$ cat src/rtl/core/kwfr_pkg.sv
`default_nettype none

package kwfr_pkg;

    localparam int unsigned KIND_W     = 2;
    localparam int unsigned AMINO_W    = 5;
    localparam int unsigned START_W    = 32;
    localparam int unsigned OUT_PFX_W  = 26;
    localparam int unsigned OUT_SFX_W  = 60;
    localparam int unsigned IN_DATA_W  = 8;
    localparam int unsigned OUT_DATA_W = 208;

    typedef logic [KIND_W-1:0] t_kind;

    localparam t_kind KIND_AMINO   = 2'd0;
    localparam t_kind KIND_INVALID = 2'd1;
    localparam t_kind KIND_END     = 2'd2;

    typedef struct packed {
        t_kind              kind;
        logic [AMINO_W-1:0] amino;
    } t_item;

    // packed so that start_position lands in the lowest bits
    typedef struct packed {
        logic [OUT_SFX_W-1:0] rev_suffix;
        logic [OUT_PFX_W-1:0] rev_prefix;
        logic [OUT_SFX_W-1:0] fwd_suffix;
        logic [OUT_PFX_W-1:0] fwd_prefix;
        logic [START_W-1:0]   start_position;
    } t_result;

    typedef struct packed {
        logic    emit;
        t_result result;
    } t_core_out;

    function automatic logic [63:0] pow_u64(input int unsigned base, input int unsigned n);
        logic [63:0] p;
        p = 64'd1;
        for (int unsigned i = 0; i < n; i++) begin
            p = p * 64'(base);
        end
        return p;
    endfunction

    // bits needed to hold values up to v, at least one
    function automatic int unsigned bits_for(input logic [63:0] v);
        int unsigned b;
        b = 1;
        for (int unsigned i = 1; i < 64; i++) begin
            if (v[i]) begin
                b = i + 1;
            end
        end
        return b;
    endfunction

    function automatic int unsigned trailing_zeros(input int unsigned v);
        int unsigned t;
        logic        found;
        t     = 0;
        found = 1'b0;
        for (int unsigned i = 0; i < 32; i++) begin
            if (!found) begin
                if (((v >> i) & 1) != 0) begin
                    found = 1'b1;
                end else begin
                    t = t + 1;
                end
            end
        end
        return t;
    endfunction

    // inverse of an odd number modulo 2^64, for exact division
    function automatic logic [63:0] odd_inverse(input logic [63:0] m);
        logic [63:0] x;
        x = m;
        for (int i = 0; i < 6; i++) begin
            x = x * (64'd2 - m * x);
        end
        return x;
    endfunction

endpackage

`default_nettype wire

$ cat src/rtl/core/kwfr_in_stage.sv
`default_nettype none

module kwfr_in_stage (
    input  wire logic           i_clk,
    input  wire logic           i_rst_n,
    input  wire logic           i_s_tvalid,
    output logic                o_s_tready,
    input  wire kwfr_pkg::t_item i_item,
    input  wire logic           i_advance,
    output logic                o_valid,
    output kwfr_pkg::t_item     o_item
);
    import kwfr_pkg::*;

    logic  r_valid;
    t_item r_item;

    assign o_s_tready = i_rst_n && (!r_valid || i_advance);

    always_ff @(posedge i_clk) begin
        if (!i_rst_n) begin
            r_valid <= 1'b0;
        end else if (!r_valid || i_advance) begin
            r_valid <= i_s_tvalid;
        end
    end

    always_ff @(posedge i_clk) begin
        if (i_s_tvalid && o_s_tready) begin
            r_item <= i_item;
        end
    end

    assign o_valid = r_valid;
    assign o_item  = r_item;

endmodule

`default_nettype wire

$ cat src/rtl/core/kwfr_word_core.sv
`default_nettype none

module kwfr_word_core #(
    parameter int unsigned ALPHABET_SIZE = 20,
    parameter int unsigned SYMBOL_BITS   = 5,
    parameter int unsigned PREFIX_DIGITS = 6,
    parameter int unsigned SUFFIX_DIGITS = 12,
    parameter int unsigned POSITION_BITS = 32
) (
    input  wire logic             i_clk,
    input  wire logic             i_rst_n,
    input  wire logic             i_fire,
    input  wire kwfr_pkg::t_item  i_item,
    output kwfr_pkg::t_core_out   o_core
);
    import kwfr_pkg::*;

    localparam int unsigned WORD_LEN  = PREFIX_DIGITS + SUFFIX_DIGITS;
    localparam int unsigned RUN_W     = $clog2(WORD_LEN + 1);
    localparam logic [63:0] SPAN      = pow_u64(ALPHABET_SIZE, PREFIX_DIGITS);
    localparam logic [63:0] HIGH      = pow_u64(ALPHABET_SIZE, PREFIX_DIGITS - 1);
    localparam int unsigned PW        = bits_for(SPAN - 64'd1);
    localparam int unsigned TZ        = trailing_zeros(ALPHABET_SIZE);
    localparam logic [63:0] INV       = odd_inverse(64'(ALPHABET_SIZE >> TZ));
    localparam int unsigned DW        = PREFIX_DIGITS * SYMBOL_BITS;
    localparam int unsigned SW        = SUFFIX_DIGITS * SYMBOL_BITS;
    localparam int unsigned SUB_W     = (POSITION_BITS > START_W) ? POSITION_BITS : START_W;
    localparam int unsigned CODE_MASK = (1 << SYMBOL_BITS) - 1;

    localparam logic [PW-1:0]            HIGH_C  = PW'(HIGH);
    localparam logic [PW-1:0]            ALPH_C  = PW'(ALPHABET_SIZE);
    localparam logic [PW-1:0]            INV_C   = PW'(INV);
    localparam logic [RUN_W-1:0]         WL_C    = RUN_W'(WORD_LEN);
    localparam logic [POSITION_BITS-1:0] POS_MAX = {POSITION_BITS{1'b1}};

    logic [POSITION_BITS-1:0] r_pos, n_pos;
    logic [RUN_W-1:0]         r_run, n_run;
    logic [PW-1:0]            r_fp, n_fp, r_rp, n_rp;
    logic [SW-1:0]            r_fs, n_fs, r_rs, n_rs;
    logic [DW-1:0]            r_fd, n_fd, r_rd, n_rd;

    logic                   is_end;
    logic                   is_amino;
    logic                   emit;
    logic [SYMBOL_BITS-1:0] code;
    logic [SYMBOL_BITS-1:0] fwd_top;
    logic [SYMBOL_BITS-1:0] fwd_old;
    logic [SYMBOL_BITS-1:0] rev_low;
    logic [PW-1:0]          fwd_base;
    logic [PW-1:0]          fwd_next;
    logic [PW-1:0]          rev_diff;
    logic [PW-1:0]          rev_quot;
    logic [PW-1:0]          rev_next;
    logic [SUB_W-1:0]       start_full;

    assign code    = i_item.amino[SYMBOL_BITS-1:0];
    assign fwd_top = r_fs[SW-1 -: SYMBOL_BITS];
    assign fwd_old = r_fd[DW-1 -: SYMBOL_BITS];
    assign rev_low = r_rd[SYMBOL_BITS-1:0];

    // forward: drop the oldest digit, scale, add the digit moved up from the suffix
    assign fwd_base = r_fp - PW'(PW'(fwd_old) * HIGH_C);
    assign fwd_next = PW'(fwd_base * ALPH_C) + PW'(fwd_top);

    // reverse: remove the lowest digit, exact divide by the alphabet size
    assign rev_diff = r_rp - PW'(rev_low);
    assign rev_quot = PW'((rev_diff >> TZ) * INV_C);
    assign rev_next = rev_quot + PW'(PW'(code) * HIGH_C);

    assign is_end   = (i_item.kind == KIND_END);
    assign is_amino = (i_item.kind == KIND_AMINO)
                   && ({1'b0, i_item.amino} < 6'(ALPHABET_SIZE))
                   && ({1'b0, i_item.amino} <= 6'(CODE_MASK));

    always_comb begin
        n_pos = r_pos;
        n_run = r_run;
        n_fp  = r_fp;
        n_fs  = r_fs;
        n_fd  = r_fd;
        n_rp  = r_rp;
        n_rs  = r_rs;
        n_rd  = r_rd;
        emit  = 1'b0;
        if (is_end) begin
            n_pos = '0;
            n_run = '0;
        end else begin
            if (r_pos != POS_MAX) begin
                n_pos = r_pos + 1'b1;
            end
            if (!is_amino) begin
                n_run = '0;
            end else begin
                n_fp = fwd_next;
                n_fs = (r_fs << SYMBOL_BITS) | SW'(code);
                n_fd = (r_fd << SYMBOL_BITS) | DW'(fwd_top);
                n_rp = rev_next;
                n_rs = (r_rs >> SYMBOL_BITS) | (SW'(rev_low) << (SW - SYMBOL_BITS));
                n_rd = (r_rd >> SYMBOL_BITS) | (DW'(code) << (DW - SYMBOL_BITS));
                if (r_run < WL_C) begin
                    n_run = r_run + 1'b1;
                end
                emit = (n_run == WL_C);
            end
        end
    end

    assign start_full = SUB_W'(n_pos) - SUB_W'(WORD_LEN);

    always_comb begin
        o_core.emit                  = emit;
        o_core.result.start_position = start_full[START_W-1:0];
        o_core.result.fwd_prefix     = OUT_PFX_W'(n_fp);
        o_core.result.fwd_suffix     = OUT_SFX_W'(n_fs);
        o_core.result.rev_prefix     = OUT_PFX_W'(n_rp);
        o_core.result.rev_suffix     = OUT_SFX_W'(n_rs);
    end

    always_ff @(posedge i_clk) begin
        if (!i_rst_n) begin
            r_pos <= '0;
            r_run <= '0;
            r_fp  <= '0;
            r_fs  <= '0;
            r_fd  <= '0;
            r_rp  <= '0;
            r_rs  <= '0;
            r_rd  <= '0;
        end else if (i_fire) begin
            r_pos <= n_pos;
            r_run <= n_run;
            r_fp  <= n_fp;
            r_fs  <= n_fs;
            r_fd  <= n_fd;
            r_rp  <= n_rp;
            r_rs  <= n_rs;
            r_rd  <= n_rd;
        end
    end

endmodule

`default_nettype wire

$ cat src/rtl/core/kwfr_out_stage.sv
`default_nettype none

module kwfr_out_stage (
    input  wire logic                i_clk,
    input  wire logic                i_rst_n,
    input  wire logic                i_in_valid,
    input  wire kwfr_pkg::t_core_out i_core,
    output logic                     o_advance,
    output logic                     o_m_tvalid,
    input  wire logic                i_m_tready,
    output kwfr_pkg::t_result        o_result
);
    import kwfr_pkg::*;

    logic    r_valid;
    t_result r_result;
    logic    load;

    // an item without a result moves on even while the output holds
    assign o_advance = i_in_valid && (!i_core.emit || !r_valid || i_m_tready);
    assign load      = o_advance && i_core.emit;

    always_ff @(posedge i_clk) begin
        if (!i_rst_n) begin
            r_valid <= 1'b0;
        end else if (load) begin
            r_valid <= 1'b1;
        end else if (i_m_tready) begin
            r_valid <= 1'b0;
        end
    end

    always_ff @(posedge i_clk) begin
        if (load) begin
            r_result <= i_core.result;
        end
    end

    assign o_m_tvalid = r_valid;
    assign o_result   = r_result;

endmodule

`default_nettype wire

$ cat src/rtl/core/kmer_word_forward_reverse_packer.sv
`default_nettype none
// channel  | dir | payload
// ---------+-----+--------------------------------------------------------------
// s_axis   | in  | tdata: amino [4:0], zero [7:5]; tuser: kind [1:0]
// m_axis   | out | tdata: start_position, fwd_prefix, fwd_suffix, rev_prefix,
//          |     |        rev_suffix, zero pad [207:204]
//
// One symbol per cycle unless stalled; result register loads from the input stage.
// Rate is set by the combinational word update between input and result registers.
// Synchronous active-low reset clears position, run, words and both valids.
// A stalled result blocks only symbols that produce a result; others pass.

module kmer_word_forward_reverse_packer #(
    parameter int unsigned ALPHABET_SIZE = 20,
    parameter int unsigned SYMBOL_BITS   = 5,
    parameter int unsigned PREFIX_DIGITS = 6,
    parameter int unsigned SUFFIX_DIGITS = 12,
    parameter int unsigned POSITION_BITS = 32
) (
    input  wire logic                              i_clk,
    input  wire logic                              i_rst_n,
    input  wire logic                              i_s_axis_tvalid,
    output logic                                   o_s_axis_tready,
    // amino [4:0], zero [7:5]
    input  wire logic [kwfr_pkg::IN_DATA_W-1:0]    i_s_axis_tdata,
    // kind [1:0]
    input  wire logic [kwfr_pkg::KIND_W-1:0]       i_s_axis_tuser,
    output logic                                   o_m_axis_tvalid,
    input  wire logic                              i_m_axis_tready,
    // start_position [31:0], fwd_prefix [57:32], fwd_suffix [117:58],
    // rev_prefix [143:118], rev_suffix [203:144], zero [207:204]
    output logic [kwfr_pkg::OUT_DATA_W-1:0]        o_m_axis_tdata
);
    import kwfr_pkg::*;

    t_item     in_item;
    t_item     stage_item;
    logic      stage_valid;
    logic      advance;
    t_core_out core;
    t_result   result;

    assign in_item.kind  = i_s_axis_tuser;
    assign in_item.amino = i_s_axis_tdata[AMINO_W-1:0];

    kwfr_in_stage u_in (
        .i_clk      (i_clk),
        .i_rst_n    (i_rst_n),
        .i_s_tvalid (i_s_axis_tvalid),
        .o_s_tready (o_s_axis_tready),
        .i_item     (in_item),
        .i_advance  (advance),
        .o_valid    (stage_valid),
        .o_item     (stage_item)
    );

    kwfr_word_core #(
        .ALPHABET_SIZE (ALPHABET_SIZE),
        .SYMBOL_BITS   (SYMBOL_BITS),
        .PREFIX_DIGITS (PREFIX_DIGITS),
        .SUFFIX_DIGITS (SUFFIX_DIGITS),
        .POSITION_BITS (POSITION_BITS)
    ) u_core (
        .i_clk   (i_clk),
        .i_rst_n (i_rst_n),
        .i_fire  (advance),
        .i_item  (stage_item),
        .o_core  (core)
    );

    kwfr_out_stage u_out (
        .i_clk      (i_clk),
        .i_rst_n    (i_rst_n),
        .i_in_valid (stage_valid),
        .i_core     (core),
        .o_advance  (advance),
        .o_m_tvalid (o_m_axis_tvalid),
        .i_m_tready (i_m_axis_tready),
        .o_result   (result)
    );

    assign o_m_axis_tdata = {(OUT_DATA_W - $bits(t_result))'(0), result};

endmodule

`default_nettype wire

$ cat config.mk
export PLATFORM = sky130hd
export DESIGN_NAME = kmer_word_forward_reverse_packer
export DESIGN_NICKNAME = d
export VERILOG_FILES = /design/src/rtl/core/kwfr_pkg.sv /design/src/rtl/core/kwfr_in_stage.sv /design/src/rtl/core/kwfr_word_core.sv /design/src/rtl/core/kwfr_out_stage.sv /design/src/rtl/core/kmer_word_forward_reverse_packer.sv
export SDC_FILE = /design/constraint.sdc
export NUM_CORES = 2
export LEC_CHECK = 0
export BUFFER_PORTS_ARGS = -buffer_cell sky130_fd_sc_hd__buf_2
export CAP_MARGIN = 10
export CORE_MARGIN = 2
export CORE_UTILIZATION = 60
export DETAILED_ROUTE_END_ITERATION = 10
export GPL_ROUTABILITY_DRIVEN = 0
export GPL_TIMING_DRIVEN = 0
export HOLD_SLACK_MARGIN = 0.06
export MAX_ROUTING_LAYER = met4
export PLACE_DENSITY = 0.87
export SETUP_SLACK_MARGIN = 0.05
export SYNTH_ARGS = -nofsm -noshare
export SYNTH_HDL_FRONTEND = slang
export SYNTH_HIERARCHICAL = 1
export SYNTH_SLANG_ARGS = --single-unit
$ cat constraint.sdc
create_clock -name i_clk -period 17.3 [get_ports i_clk]
set_input_delay 0 -clock i_clk [delete_from_list [all_inputs] [get_ports i_clk]]
set_output_delay 0 -clock i_clk [all_outputs]
set_load 0.03 [all_outputs]
---- Yosys cells after proc, flatten, opt, wreduce, memory -nomap -nowiden ----
Cells that the tools add are included.
operators by class
  $add $sub $neg .......................... 7
  multiply operators ...................... 4
  $lt $le $gt $ge ......................... 2
  equality and inequality tests ........... 3
  mux-type cells .......................... 19
  bitwise logic cells ..................... 5
  reduce and logical (&&, ||, !) cells .... 14
operators by type and width
  kind                    count
  $mux 60                 4
  $mux 26                 4
  $mux 32                 2
  $or 55x60->60           1
  $or 60x5->60            1
  $add 32x1->32 const B   1
  $mul 5x12->16 const B   2
  $ne 32x32->1 const B    1
  $sub 32x5->32 const B   1
  $or 25x30->30           1
  $or 30x5->30            1
  $add 26x26->26          1
  $add 26x5->26           1
  $mul 24x24->26 const B  1
  $mul 26x3->24 const B   1
  $sub 26x26->26          1
  $sub 26x5->26           1
  $mux 5                  5
  $lt 5x5->1 const B      2
  $add 5x1->5 const B     1
  $eq 5x5->1 const B      1
  $logic_and 1x1->1       5
  $mux 1                  4
  $logic_not 1->1         3
  6 further kinds         8
word-level totals
  flip-flop bits (word level) ............. 482
  output and inout bits ................... 210
  logic and storage cells ................. 71

---- Longest topological paths before layout ----
  depth after elaboration ................. 14
  depth in mapped cells ................... 33
  mapped depth without buffers ............ 32

---- Modules after synthesis ----
The synthesis kept the hierarchy.
modules (own cells, without submodules)
  module                            times used  cells each  area an instance (um^2)  seq. area each (um^2)
  kwfr_word_core                    1           3,157       24,517.3                 5,385.2
  kwfr_out_stage                    1           211         6,180.9                  6,145.9
  kwfr_in_stage                     1           13          267.8                    230.2
  kmer_word_forward_reverse_packer  1           5           33.8                     0.0

---- Least setup slack after synthesis ----
No wires, ideal clock.
  kind .................................... reg2reg
  from .................................... reg u_in.r_item (netlist bit u_in/o_item[3])
  to ...................................... reg u_out.r_result (netlist bit u_out/o_result[0]) (enable)
  setup time .............................. 771 ps
  arrival ................................. 10,637 ps
  data required time ...................... 16,529 ps
  slack ................................... 5,892 ps
  stages on the path, launching flop included .. 11
  path buffers ............................ 3
  cells stage by stage .................... edfxtp_1 > inv_1 > ha_1 > a2111oi_0 > clkbuf_1 > clkbuf_1 > nand3_1 > nor3_1 > buf_4 > nand2_1 > nor2_1
between the ends
  longest elaborated chain between the ends .. 9
RTL lines
  item                           line                  RTL
  start: declaration             kwfr_in_stage.sv:16   t_item r_item;
  start signal: assignment       kwfr_in_stage.sv:30   r_item <= i_item;
  $lt 5x5->1 *                   kwfr_word_core.sv:72  && ({1'b0, i_item.amino} < 6'(ALPHABET_SIZE))
  $logic_and 1x1->1 *            kwfr_word_core.sv:72
  $mux 1 *                       kwfr_word_core.sv:92  if (!is_amino) begin
  $mux 1 *                       kwfr_word_core.sv:85  if (is_end) begin
  named net u_core.emit          kwfr_word_core.sv:44  logic emit;
  $logic_not 1->1                kwfr_out_stage.sv:20  assign o_advance = i_in_valid && (!i_core.emit || !r_valid || i_m_tready);
  $logic_or 1x1->1 (2 in a row)  kwfr_out_stage.sv:20
  $logic_and 1x1->1              kwfr_out_stage.sv:20
  $logic_and 1x1->1 *            kwfr_out_stage.sv:21  assign load = o_advance && i_core.emit;
  named net u_out.load           kwfr_out_stage.sv:17  logic load;
  end signal: assignment         kwfr_out_stage.sv:35  r_result <= i_core.result;
  end: declaration               kwfr_out_stage.sv:16  t_result r_result;
The timed path passes the listed nets; every way through them passes the cells marked *.
A chain may end at the register's enable or synchronous reset.

---- Final worst setup path ----
  from .................................... reg u_core.r_rd[2]
  to ...................................... reg u_core.r_rp[25]
between the ends
  longest elaborated chain between the ends .. 5
RTL lines
  item                      line                   RTL
  start: declaration        kwfr_word_core.sv:40   logic [DW-1:0] r_fd, n_fd, r_rd, n_rd;
  start signal: assignment  kwfr_word_core.sv:138  r_rd <= n_rd;
  $sub 26x5->26             kwfr_word_core.sv:66   assign rev_diff = r_rp - PW'(rev_low);
  $mul 24x24->26            kwfr_word_core.sv:67   assign rev_quot = PW'((rev_diff >> TZ) * INV_C);
  $add 26x26->26            kwfr_word_core.sv:68   assign rev_next = rev_quot + PW'(PW'(code) * HIGH_C);
  $mux 26                   kwfr_word_core.sv:92
  $mux 26                   kwfr_word_core.sv:85
  end signal: assignment    kwfr_word_core.sv:136  r_rp <= n_rp;
  end: declaration          kwfr_word_core.sv:38   logic [PW-1:0] r_fp, n_fp, r_rp, n_rp;
Every way passes these cells.

==> summary.md <==
| Metric | Value |
|---|---|
| Ys Warns | 6 |
| Sequential share of power | around 43% |
| Hold path depth | 2 |
| Root Buffer | clkbuf_16 |
| Vert. Die Dim | 231 µm |
| Worst Hold Class | in2reg |
| Critical path's slowest cell | xor2_1 |
| DRC | 0 |
| Routed Antenna Nets | 0 |
| Unrepaired setup endpoints after global routing | false |
| Drt first pass iters | 6 |
| FILL cells | 3666 |
| FF/Latch Area | 0.0118 mm² |
| Worst slew margin | approximately 17% |
| Vias | 24900 |
| Max Clock Skew | 31.8 ps |
| Worst Path Max Fanout | 10 |
| Area of the die | 0.0535 mm² |
| Diodes inserted | 0 |
| Switching Fraction | 28.1% |
| # H-tree levels | 2 |
| Combinational power share | 17.6% |
| Vias in the first global route | 24300 |
| Fmax achieved | 0.107 GHz |
| CP Capture Type | flip-flop |
| DP Cell Count | 4291 |
| Global-route wire length before repair | 126000 µm |
| Cell area after synthesis | 0.0310 mm² |
| Dpl cell area | 0.0331 mm² |
| Antenna violations before repair | 0 |
| Final core utilization | 68.1% |
| Final hold viol count | 0 |
| Worst setup margin | 7920 ps |
| Pwr dens | 79.1 mW/mm² |
| Synth cell types | 85 |
| Power consumption | between 2 and 3 mW |
| DP Worst Slack | ~8100 ps |
| Dpl hpwl | ~60000 µm |
| Net Sw Power | 0.773 mW |
| Worst path max stage delay | roughly 550 ps |
| CP arrival | just under 10000 ps |
| Fin area | about 0.035 mm² |
| Total Nets Final | 4117 |
| Routed WL per cell | 18.1 µm |
| Port bufs | 216 |
| Die X | about 230 µm |
| Period Utilization, post-route | 54.2% |
| Clock power share | approximately two fifths |
| Layout cells sized above 1 | between 9 and 10% |
| CP required | between 15000 and 20000 ps |
| Final non-filler cell total | roughly 4400 |
| Min Tclk post-route | 9380 ps |
| Top cell by count, worst path | xnor2_1 |
| Status | complete, no violations |
| Initial Utilization | between 60 and 70% |
| R2R depth | 30 |
| Total gr overflow | 0 |
| Worst slew pin tran | 1240 ps |
| Lkg Pwr | ~15 nW |
| Worst hold margin | 102 ps |
| Post-CTS Setup Repair Bufs | 0 |
| Average size of a mapped cell | 9.16 µm² |
| Setup crit start kind | flip-flop |
| Peak supply drop | 0.0000680 V |
| Largest net degree at the start of global routing | 39 |
| Worst skew pair latency | 620 ps |
| Max Cap Viol | 0 |
| Top FF cell, synth | dfxtp_1 |
| Register area share after synthesis | 37.9% |
| Gr usage total | 30.6% |
| Area of the core | slightly above 0.05 mm² |
| Synth Instances | between 3000 and 4000 |
| Post-synth EDFFs | 211 |
| Worst setup path class | reg2reg |
| Initial DRC Count | 2339 |
| Clock buffer depth | 3 |
| Final setup vio count | 0 |
| Internal power | 1.98 mW |
| TritonCTS sink count | 482 |
| Total wire length | 79800 µm |
| Syn-to-layout area delta | 12.4% |
| Clk pin slew, worst setup/hold paths | around 70 ps |
| Vias/cell | 5.67 |
| #FFs+latches synth | 482 |
| CTS buffer count | 50 |
| I/O pins | 224 |
| Rows | 83 |
| Share of flip-flops with an asynchronous set or reset | 0% |
| Multi-input logic area | 0.0174 mm² |
| Setup TNS | 0 ps |
| CTS tree | yes |
| Max-slew violations | 0 |
==> sequential cells by signal, indices dropped and copies added, names as in the netlist <==
signal	flops
u_out/o_result	204
u_core/r_fs	60
u_core/r_rs	60
u_core/r_pos	32
u_core/r_fd	30
u_core/r_rd	30
u_core/r_fp	26
u_core/r_rp	26
u_in/o_item	7
u_core/r_run	5
u_in/o_valid	1
u_out/o_m_tvalid	1
==> cells by family after synthesis <==
logic type      after synthesis  synth area share [%]
fa+ha+maj                   428                  20.9
xor+xnor                    197                  5.61
mux                          29                 0.953
buf+inv                     484                  6.03
flops                       482                  37.9
compound gates              504                  11.0
simple gates               1261                  17.5
other cells                   1                0.0121
==> per-layer routing <==
layer	part of all wire [%]	wire, µm	global-route usage (%)
met5	0	0	-
met1	40	31600	37.4
met4	4.9	3940	14.9
met3	7.9	6290	5.02
met2	48	38000	49.6
==> final timing paths <==
check,startpoint,to,slack [ps]
min reg2reg,u_core/r_rd[12],u_core/r_rd[7],460
max reg2reg,u_core/r_rd[2],u_core/r_rp[25],7920
min,i_s_axis_tuser[1],u_in/o_item[6],100
max,u_core/r_rd[2],u_core/r_rp[25],7920
==> power groups by stage <==
stage / clock network (mW) / logic [mW] / registers (mW)
finish: 1.08 / 0.486 / 1.20
global route: 1.13 / 0.537 / 1.20
CTS: 1.09 / 0.480 / 1.20
detailed placement: 0 / 0.470 / 1.22
global placement: 0 / 0.451 / 1.22
floorplan: 0 / 0.352 / 1.22
==> synth_stat cells (11+ instances only) <==
cell      instances  area [µm²]
nand4_1          12        75.1
nand3_1          26         130
nor4_1           12        75.1
fa_1            151        3020
xor2_1           86         753
mux2i_1          27         270
or3_1            11        68.8
and3_1           11        68.8
a21boi_0        191        1430
nand2_1         915        3430
nor2b_1          43         269
ha_1            277        3470
nor2_1           90         338
o21a_1           11        82.6
nand2b_1         16         100
and2_1           35         219
o211a_1          13         130
buf_4            11        82.6
xnor2_1         110         963
o21ai_0         123         616
clkbuf_1        129         484
nor3_1           44         220
a21oi_1          64         320
edfxtp_1        211        6340
a21o_1           21         158
dfxtp_1         271        5430
inv_1           330        1240
==> worst max-delay path, delay by kind of cell (launching register included) <==
family / cells / cell delay (ps)
fa+ha+maj: 8 / 3700
xor+xnor: 10 / 2650
simple gates: 5 / 1460
compound gates: 3 / 860
flops: 1 / 350
buf+inv: 4 / 270
==> layout make-up <==
cell class	instances	area share, %
Clock inverter	25	0.650
Clock buffer	69	4.14
Timing Repair Buffer	234	3.78
Sequential cell	482	33.7
Inverter	330	3.55
Buffer	154	1.81
Multi-Input combinational cell	2423	49.9
Tap cell	680	2.44
==> cell usage in the layout, fill, tap and decap left out, drive strengths merged, types with 5 or more instances in the layout <==
master,synthesis,layout
ha,277,277
o21bai,9,9
o21a,11,11
a311oi,5,5
nand4,15,15
and4,5,5
mux2i,28,28
buf,25,248
nand2,916,916
dlygate4sd3,0,11
nand3,28,28
fa,151,151
nor3,44,44
xor2,86,86
clkinv,0,18
nor2,93,93
o211ai,7,7
nand2b,17,17
and2,36,36
a21boi,195,195
and3,11,11
inv,330,334
a21o,21,21
dfxtp,271,271
nor4,17,17
or4,6,6
o21ai,128,128
a21oi,65,65
clkbuf,129,198
a31oi,9,9
nor2b,43,43
o211a,13,13
edfxtp,211,211
or2,8,8
xnor2,110,110
or3,11,11
==> what timing repair did <==
action	CTS	global route
gates resized for setup	0	0
endpoints found under the hold margin	9	0
endpoints found under the setup margin	0	0
hold buffers	11	0
Power figures use the tool's default switching activity.
